**config.mk**
```make
export PLATFORM = sky130hd
export DESIGN_NAME = hid_keyboard_report_builder
export DESIGN_NICKNAME = d
export VERILOG_FILES = /design/src/rtl/hkrb_pkg.sv /design/src/rtl/hid_keyboard_report_builder.sv /design/src/rtl/hkrb_key_unit.sv
export SDC_FILE = /design/constraint.sdc
export NUM_CORES = 1
export LEC_CHECK = 0
export ABC_AREA = 1
export BUFFER_PORTS_ARGS = -buffer_cell sky130_fd_sc_hd__buf_4
export CAP_MARGIN = 40
export CORE_ASPECT_RATIO = 0.7
export CORE_MARGIN = 2
export CORE_UTILIZATION = 45
export CTS_BUF_LIST = sky130_fd_sc_hd__clkbuf_8
export CTS_CLUSTER_SIZE = 20
export DETAILED_ROUTE_END_ITERATION = 16
export PLACE_DENSITY = 0.78
export SLEW_MARGIN = 5
export SYNTH_ARGS = -nofsm -noshare
export SYNTH_HDL_FRONTEND = slang
export SYNTH_HIERARCHICAL = 1
export SYNTH_SLANG_ARGS = --single-unit
```
**constraint.sdc**
```tcl
create_clock -name clk_i -period 3.1 [get_ports clk_i]
set_input_delay 0.31 -clock clk_i [delete_from_list [all_inputs] [get_ports clk_i]]
set_output_delay 0.31 -clock clk_i [all_outputs]
set_load 0.005 [all_outputs]
```
**src/rtl/hkrb_pkg.sv**
```systemverilog
package hkrb_pkg;

  // Number of key slot fields carried in every result.
  localparam int ReportSlots = 6;
  localparam int KeySlotsDefault = 6;

  localparam logic [7:0] RawBase = 8'd136;
  localparam logic [7:0] LeftShift = 8'h02;

  typedef enum logic [2:0] {
    CmdPress        = 3'd0,
    CmdRelease      = 3'd1,
    CmdWriteKey     = 3'd2,
    CmdReleaseAll   = 3'd3,
    CmdMediaPress   = 3'd4,
    CmdMediaRelease = 3'd5,
    CmdMediaWrite   = 3'd6
  } cmd_e;

  typedef struct packed {
    cmd_e        cmd;
    logic [7:0]  key_code;
    logic [23:0] media_mask;
  } req_t;

  typedef struct packed {
    logic        report_kind;
    logic        report_sent;
    logic        accepted;
    logic [7:0]  modifier_bits;
    logic [7:0]  slot_key_0;
    logic [7:0]  slot_key_1;
    logic [7:0]  slot_key_2;
    logic [7:0]  slot_key_3;
    logic [7:0]  slot_key_4;
    logic [7:0]  slot_key_5;
    logic [23:0] media_bits;
    logic        last;
  } res_t;

  // ASCII to usage map. Bit 7 asks for left shift, zero means unmapped.
  localparam logic [7:0] AsciiUsage [128] = '{
    8'h00, 8'h00, 8'h00, 8'h00, 8'h00, 8'h00, 8'h00, 8'h00,
    8'h2a, 8'h2b, 8'h28, 8'h00, 8'h00, 8'h00, 8'h00, 8'h00,
    8'h00, 8'h00, 8'h00, 8'h00, 8'h00, 8'h00, 8'h00, 8'h00,
    8'h00, 8'h00, 8'h00, 8'h00, 8'h00, 8'h00, 8'h00, 8'h00,
    8'h2c, 8'h9e, 8'hb4, 8'ha0, 8'ha1, 8'ha2, 8'ha4, 8'h34,
    8'ha6, 8'ha7, 8'ha5, 8'hae, 8'h36, 8'h2d, 8'h37, 8'h38,
    8'h27, 8'h1e, 8'h1f, 8'h20, 8'h21, 8'h22, 8'h23, 8'h24,
    8'h25, 8'h26, 8'hb3, 8'h33, 8'hb6, 8'h2e, 8'hb7, 8'hb8,
    8'h9f, 8'h84, 8'h85, 8'h86, 8'h87, 8'h88, 8'h89, 8'h8a,
    8'h8b, 8'h8c, 8'h8d, 8'h8e, 8'h8f, 8'h90, 8'h91, 8'h92,
    8'h93, 8'h94, 8'h95, 8'h96, 8'h97, 8'h98, 8'h99, 8'h9a,
    8'h9b, 8'h9c, 8'h9d, 8'h2f, 8'h31, 8'h30, 8'ha3, 8'had,
    8'h35, 8'h04, 8'h05, 8'h06, 8'h07, 8'h08, 8'h09, 8'h0a,
    8'h0b, 8'h0c, 8'h0d, 8'h0e, 8'h0f, 8'h10, 8'h11, 8'h12,
    8'h13, 8'h14, 8'h15, 8'h16, 8'h17, 8'h18, 8'h19, 8'h1a,
    8'h1b, 8'h1c, 8'h1d, 8'haf, 8'hb1, 8'hb0, 8'hb5, 8'h00
  };

endpackage

```
**src/rtl/hid_keyboard_report_builder.sv**
```systemverilog
// Keyboard and media report builder.
// A request (command, key code, media mask) is taken at a rising edge with
// start_i high and busy_o low. The block holds the modifier mask, the key
// slots and the media mask, and every half of a command produces one result
// on res_o, marked by res_valid_o for exactly one cycle.
// Each request is registered in req_q and each result in res_q before it
// is on res_o; a result is taken at the edge that ends the cycle it is shown.
// Press, release, release all, media press and media release give one
// result, and a new request may follow in the next cycle. Write key and
// media write give two results on consecutive cycles; busy_o is high in
// the cycle after the request edge, so no new request is taken while the
// second half is pending. The rate is set by the single state update per
// cycle in the result stage.
// An unknown command gives no result and leaves the state unchanged.
// Reset clears the modifier mask, all key slots and the media mask and
// drops any pending request. The receiver cannot stall: each result is
// taken in the cycle it is shown.
module hid_keyboard_report_builder #(
  parameter int KeySlots = hkrb_pkg::KeySlotsDefault
) (
  input  logic            clk_i,
  input  logic            rst_ni,
  input  logic            start_i,
  input  hkrb_pkg::req_t  req_i,
  output logic            busy_o,
  output logic            res_valid_o,
  output hkrb_pkg::res_t  res_o
);

  hkrb_pkg::req_t req_q;
  logic           req_valid_q, req_valid_d;
  logic           phase_q, phase_d;

  logic [7:0]     mod_q, mod_d;
  logic [7:0]     slots_q [KeySlots];
  logic [7:0]     slots_d [KeySlots];
  logic [23:0]    media_q, media_d;

  hkrb_pkg::res_t res_q, res_d;
  logic           res_valid_q, res_valid_d;

  logic           accept;
  logic           two_half;
  logic           pressing;
  logic [7:0]     key_mod;
  logic [7:0]     key_slots [KeySlots];
  logic           key_ok;
  logic [7:0]     out_slots [hkrb_pkg::ReportSlots];

  assign two_half = (req_q.cmd == hkrb_pkg::CmdWriteKey) ||
                    (req_q.cmd == hkrb_pkg::CmdMediaWrite);
  assign busy_o   = req_valid_q && two_half && !phase_q;
  assign accept   = start_i && !busy_o;
  assign pressing = (req_q.cmd == hkrb_pkg::CmdPress) ||
                    ((req_q.cmd == hkrb_pkg::CmdWriteKey) && !phase_q);

  hkrb_key_unit #(
    .KeySlots(KeySlots)
  ) u_key_unit (
    .pressing_i(pressing),
    .code_i    (req_q.key_code),
    .mod_i     (mod_q),
    .slots_i   (slots_q),
    .mod_o     (key_mod),
    .slots_o   (key_slots),
    .ok_o      (key_ok)
  );

  always_comb begin
    mod_d       = mod_q;
    slots_d     = slots_q;
    media_d     = media_q;
    res_valid_d = 1'b0;
    res_d       = res_q;
    if (req_valid_q) begin
      case (req_q.cmd)
        hkrb_pkg::CmdPress, hkrb_pkg::CmdRelease, hkrb_pkg::CmdWriteKey: begin
          mod_d             = key_mod;
          slots_d           = key_slots;
          res_valid_d       = 1'b1;
          res_d.report_kind = 1'b0;
          res_d.report_sent = key_ok;
          res_d.accepted    = key_ok;
        end
        hkrb_pkg::CmdReleaseAll: begin
          mod_d             = '0;
          slots_d           = '{default: '0};
          media_d           = '0;
          res_valid_d       = 1'b1;
          res_d.report_kind = 1'b0;
          res_d.report_sent = 1'b1;
          res_d.accepted    = 1'b1;
        end
        hkrb_pkg::CmdMediaPress, hkrb_pkg::CmdMediaRelease,
        hkrb_pkg::CmdMediaWrite: begin
          if (req_q.cmd == hkrb_pkg::CmdMediaRelease ||
              (req_q.cmd == hkrb_pkg::CmdMediaWrite && phase_q)) begin
            media_d = media_q & ~req_q.media_mask;
          end else begin
            media_d = media_q | req_q.media_mask;
          end
          res_valid_d       = 1'b1;
          res_d.report_kind = 1'b1;
          res_d.report_sent = 1'b1;
          res_d.accepted    = 1'b1;
        end
        default: begin
        end
      endcase
    end

    out_slots = '{default: '0};
    for (int i = 0; i < hkrb_pkg::ReportSlots && i < KeySlots; i++) begin
      out_slots[i] = slots_d[i];
    end
    res_d.modifier_bits = mod_d;
    res_d.slot_key_0    = out_slots[0];
    res_d.slot_key_1    = out_slots[1];
    res_d.slot_key_2    = out_slots[2];
    res_d.slot_key_3    = out_slots[3];
    res_d.slot_key_4    = out_slots[4];
    res_d.slot_key_5    = out_slots[5];
    res_d.media_bits    = media_d;
    res_d.last          = !two_half || phase_q;
  end

  // A two-half request stays in place for its second half.
  always_comb begin
    if (busy_o) begin
      phase_d     = 1'b1;
      req_valid_d = 1'b1;
    end else begin
      phase_d     = 1'b0;
      req_valid_d = accept;
    end
  end

  always_ff @(posedge clk_i or negedge rst_ni) begin
    if (!rst_ni) begin
      req_valid_q <= 1'b0;
      phase_q     <= 1'b0;
      res_valid_q <= 1'b0;
      mod_q       <= '0;
      slots_q     <= '{default: '0};
      media_q     <= '0;
    end else begin
      req_valid_q <= req_valid_d;
      phase_q     <= phase_d;
      res_valid_q <= res_valid_d;
      mod_q       <= mod_d;
      slots_q     <= slots_d;
      media_q     <= media_d;
    end
  end

  always_ff @(posedge clk_i) begin
    if (accept) begin
      req_q <= req_i;
    end
    res_q <= res_d;
  end

  assign res_valid_o = res_valid_q;
  assign res_o       = res_q;

endmodule

```
**src/rtl/hkrb_key_unit.sv**
```systemverilog
module hkrb_key_unit #(
  parameter int KeySlots = hkrb_pkg::KeySlotsDefault
) (
  input  logic       pressing_i,
  input  logic [7:0] code_i,
  input  logic [7:0] mod_i,
  input  logic [7:0] slots_i [KeySlots],
  output logic [7:0] mod_o,
  output logic [7:0] slots_o [KeySlots],
  output logic       ok_o
);

  logic [7:0] entry;
  logic [7:0] usage;
  logic [7:0] mask;
  logic       mapped;
  logic       present;
  logic       placed;

  assign entry = hkrb_pkg::AsciiUsage[code_i[6:0]];

  always_comb begin
    usage   = '0;
    mask    = '0;
    mapped  = 1'b1;
    present = 1'b0;
    placed  = 1'b0;
    mod_o   = mod_i;
    slots_o = slots_i;
    ok_o    = 1'b0;

    if (code_i >= hkrb_pkg::RawBase) begin
      usage = code_i - hkrb_pkg::RawBase;
    end else if (code_i[7]) begin
      mask = 8'd1 << code_i[2:0];
    end else if (entry == 8'd0) begin
      mapped = 1'b0;
    end else begin
      usage = {1'b0, entry[6:0]};
      if (entry[7]) begin
        mask = hkrb_pkg::LeftShift;
      end
    end

    if (mapped) begin
      mod_o = pressing_i ? (mod_i | mask) : (mod_i & ~mask);
      if (pressing_i) begin
        // A zero usage matches any empty slot, so it is stored nowhere.
        for (int i = 0; i < KeySlots; i++) begin
          if (slots_i[i] == usage) begin
            present = 1'b1;
          end
        end
        if (!present) begin
          for (int i = 0; i < KeySlots; i++) begin
            if (!placed && slots_i[i] == 8'd0) begin
              slots_o[i] = usage;
              placed     = 1'b1;
            end
          end
        end
        ok_o = present || placed;
      end else begin
        if (usage != 8'd0) begin
          for (int i = 0; i < KeySlots; i++) begin
            if (slots_i[i] == usage) begin
              slots_o[i] = 8'd0;
            end
          end
        end
        ok_o = 1'b1;
      end
    end
  end

endmodule
```
==> flow_summary_export.csv <==
group,metric,value,unit
run_status,status,"finished, final reports clean",
critical_path,path_class,"flop to flop",
detailed_routing,wl_per_cell,16.4,um
critical_path,crit_fanout,4,
final_layout,fill_cells,1952,
detailed_routing,drc,0,
timing,final-hold-violation-count,0,
cts,htree_num_levels,1,
synth,avgSynthCellArea,7.47,sq um
synth,synthDistinctLibCells,41,
placed_design,gp_congestion,1.03,
floorplanning,rows,46,
pwr,pwr_density_cell,586,nW/um^2
cts,tritoncts,"yes",
final_layout,fin_nets,1664,
floorplanning,die_area,24000,sq um
detailed_routing,initialDrtViolationCount,1065,
global_route,grt_pass1_wl,49.8,mm
cts,clk_pin_slew_worst_paths,0.07,ns
final_layout,seqCellArea,4810,sq um
worst_hold_path,hold_path.class,"input pin to asynchronous set/reset pin",
synth,ys_ff_latch,201,
placed_design,dpl_cell_area,12000,sq um
final_layout,final_layout_size_suffix_gt1_share,23.9,%
timing,finalMaxSlewViolations,0,
synth,synth_top_area_cell,"dfrtp_1",
synth,synth-async-reset-ratio,41.3,%
critical_path,crit_path_cell_trace,"inv_2 -> ha_4 -> buf_4 -> nand2_4 -> nand3_1 -> nand2_1 -> inv_2 -> nand2_2 -> nand2_2 -> nand3_4 -> buf_6 -> nand3_1 -> o21ai_1 -> nor2_1 -> nand3_2 -> nand2_2 -> nor2_4 -> nand2_4 -> nor2_4 -> buf_4 -> nand3_1 -> nand2_1 -> nand3_1 -> nand2_1",
placed_design,placed_cells,1843,
timing,finalCriticalPeriod,3.03,ns
critical_path,cpPeakStageDelay,0.45,ns
placed_design,dpl.hpwl,21.7,mm
final_layout,multi_input_area,5000,sq um
global_route,overflow,0,
synth,ys.flop_type,"dfrtp_1",
pwr,vdd_drop_max,0.486,mV
cts,cts_num_sinks,201,
timing,hold_slack,0.218,ns
final_layout,design_area,13500,sq um
timing,rsz0062_at_grt,"yes",
critical_path,start_kind,"flop",
detailed_routing,dr.pass1.iters,6,
pwr,leakage,6.78,nW
final_layout,fin_cells,1950,
global_route,grt_max_degree,61,
critical_path,crit_top_cell,"nand3_1",
global_route,antenna_found_initial,0,
final_layout,syn_to_final_growth,31.5,%
synth,synth_top_area_share,20.2,%
synth,yosys_warnings,6,
cts,clk_path_buf_depth,3,
detailed_routing,via_per_inst,5.29,
cts,cts_buffers,29,
timing,max_freq,331,MHz
timing,relSlewSlack,53.7,%
cts,clock-root-buffer,"clkbuf_8",
global_route,grtUsageTotal,26.1,%
synth,netlist_top_cells_area,"dfrtp_1 (20%), nand2_1 (17%), dfxtp_1 (16%)",
critical_path,critPathSlowestCell,"edfxtp_1",
timing,worst_pin_slew,0.693,ns
synth,syn_area,10300,sq um
critical_path,crit_required,3.57,ns
critical_path,crit_buf_inv,5,
detailed_routing,ant_nets,0,
critical_path,cp_data_arrival_time,3.50,ns
floorplanning,die_x,184,um
synth,synth_nets,1421,
critical_path,critPathTopFamily,"simple AND/OR/NAND/NOR gates",
detailed_routing,vias,10322,
timing,tns,0,ns
final_layout,n_antenna_cell,0,
floorplanning,start_util,45.6,%
synth,yosysSeqAreaShare,46.9,%
cts,insertion_delay,0.58,ns
synth,syn_inst,1374,
placed_design,numPortBuffers,123,
timing,skew,0.0238,ns
final_layout,post-route-util,60.0,%
timing,setup_viol,0,
floorplanning,fp.dieH,130,um
global_route,grt_pass1_vias,9306,
floorplanning,core-area,22500,sq um
job,max-cap-violations,0,
critical_path,end_kind,"flop",
floorplanning,ios,124,
detailed_routing,routed_wl,32.1,mm
timing,post-route-period-util,97.6,%
synth,synth_edf_count,37,
through the flow:
| step | setup slack [ns] | total power [mW] |
|---|---|---|
| CTS | 0.000426 | 7.69 |
| finish | 0.0747 | 7.91 |
| global route | -0.0970 | 8.34 |
| floorplan | 0.0197 | 4.59 |
| detailed placement | -0.0769 | 5.44 |
| global placement | -0.0180 | 5.40 |
cell usage in the layout (no fill, tap or decap), types with 3 or more instances in the layout:
cell type | Yosys | final
clkbuf_8 | 0 | 33
inv_1 | 72 | 75
dfxtp_1 | 81 | 81
nand2_4 | 5 | 9
ha_1 | 9 | 3
or2_2 | 3 | 3
nand4_1 | 7 | 7
nor2_1 | 98 | 89
o21bai_1 | 7 | 7
o211ai_1 | 4 | 4
a31oi_1 | 4 | 4
nand3_4 | 1 | 4
buf_6 | 14 | 10
nand3_2 | 9 | 11
o21ai_0 | 95 | 95
dfrtp_1 | 83 | 83
nor2_2 | 10 | 13
clkinv_1 | 3 | 5
buf_12 | 0 | 9
a21oi_1 | 20 | 19
nor3_1 | 4 | 4
buf_4 | 10 | 216
clkinv_2 | 0 | 6
nand3_1 | 228 | 223
nor2_4 | 1 | 7
nand2_1 | 474 | 450
inv_2 | 13 | 17
nand2_2 | 12 | 31
ha_4 | 0 | 5
dlygate4sd3_1 | 0 | 37
xor2_1 | 6 | 5
o21ai_1 | 4 | 4
nor4_1 | 8 | 8
edfxtp_1 | 37 | 37
synth_stat cells (6+ instances only):
library cell and instances:
a21oi_1 20, dfrtp_1 83, inv_1 72, nor4_1 8, clkbuf_1 18, buf_2 23
o21bai_1 7, buf_6 14, nor2_1 98, o21ai_0 95, xor2_1 6, nor2_2 10
nand4_1 7, nand2_1 474, nand3_1 228, nand3_2 9, nand2_2 12, inv_2 13
buf_4 10, edfxtp_1 37, dfxtp_1 81, ha_1 9
final timing paths:
kind | from | end | slack [ns] | cells after the start
worst max-delay path | req_q[25] | res_o[26] | 0.07 | 24
worst min-delay path | rst_ni | slots_q[38] | 0.22 | 2
worst max register to register | req_q[25] | res_o[26] | 0.07 | 24
worst min register to register | media_q[1] | res_o[2] | 0.50 | 2
max in group asynchronous | rst_ni | media_q[15] | 2.06 | 4
min in group clk_i | req_i[33] | req_q[33] | 0.45 | 2
flip-flops by register name (all words and copies together) (netlist names):
register / cells
media_q: 24
req_valid_q: 1
mod_q: 8
res_valid_o: 1
req_q: 35
res_o: 83
phase_q: 1
slots_q: 48
where the power goes:
group / internal, mW / total, mW / switching (mW)
clock: 1.14 / 2.18 / 1.04
combinational: 1.03 / 2.42 / 1.40
sequential: 3.04 / 3.30 / 0.264
what timing repair did:
| item | CTS | global route |
|---|---|---|
| hold endpoints to repair | 67 | 0 |
| setup buffers | 3 | 11 |
| pin swaps | 1 | 23 |
| cloned | 0 | 4 |
| setup endpoints to repair | 95 | 97 |
| hold buffers | 37 | 0 |
| resized for setup | 5 | 83 |
cell families after synthesis:
| logic type | Yosys count | synth area share, % |
|---|---|---|
| simple gates | 864 | 36.8 |
| fa+ha+maj | 9 | 1.10 |
| compound gates | 140 | 7.39 |
| buf+inv | 153 | 7.27 |
| flops | 201 | 46.9 |
| xor+xnor | 7 | 0.598 |
area by class of cell:
cell class	count	share of cell area, %
timing repair buffer	276	17.5
clock inverter	19	1.03
inverter	88	2.48
sequential	201	35.6
multi-input combinational	1021	37.1
clock buffer	33	3.37
tap	312	2.89
layer usage:
layer	GRT usage, %	vias to the layer above	share of wire [%]
met2	38.7	532	42
met4	5.51	0	1.5
li1	-	4985	-
met3	8.07	46	12
met5	0	-	0
met1	37.7	4759	45
Note: power is estimated with default switching activity, not from simulation.
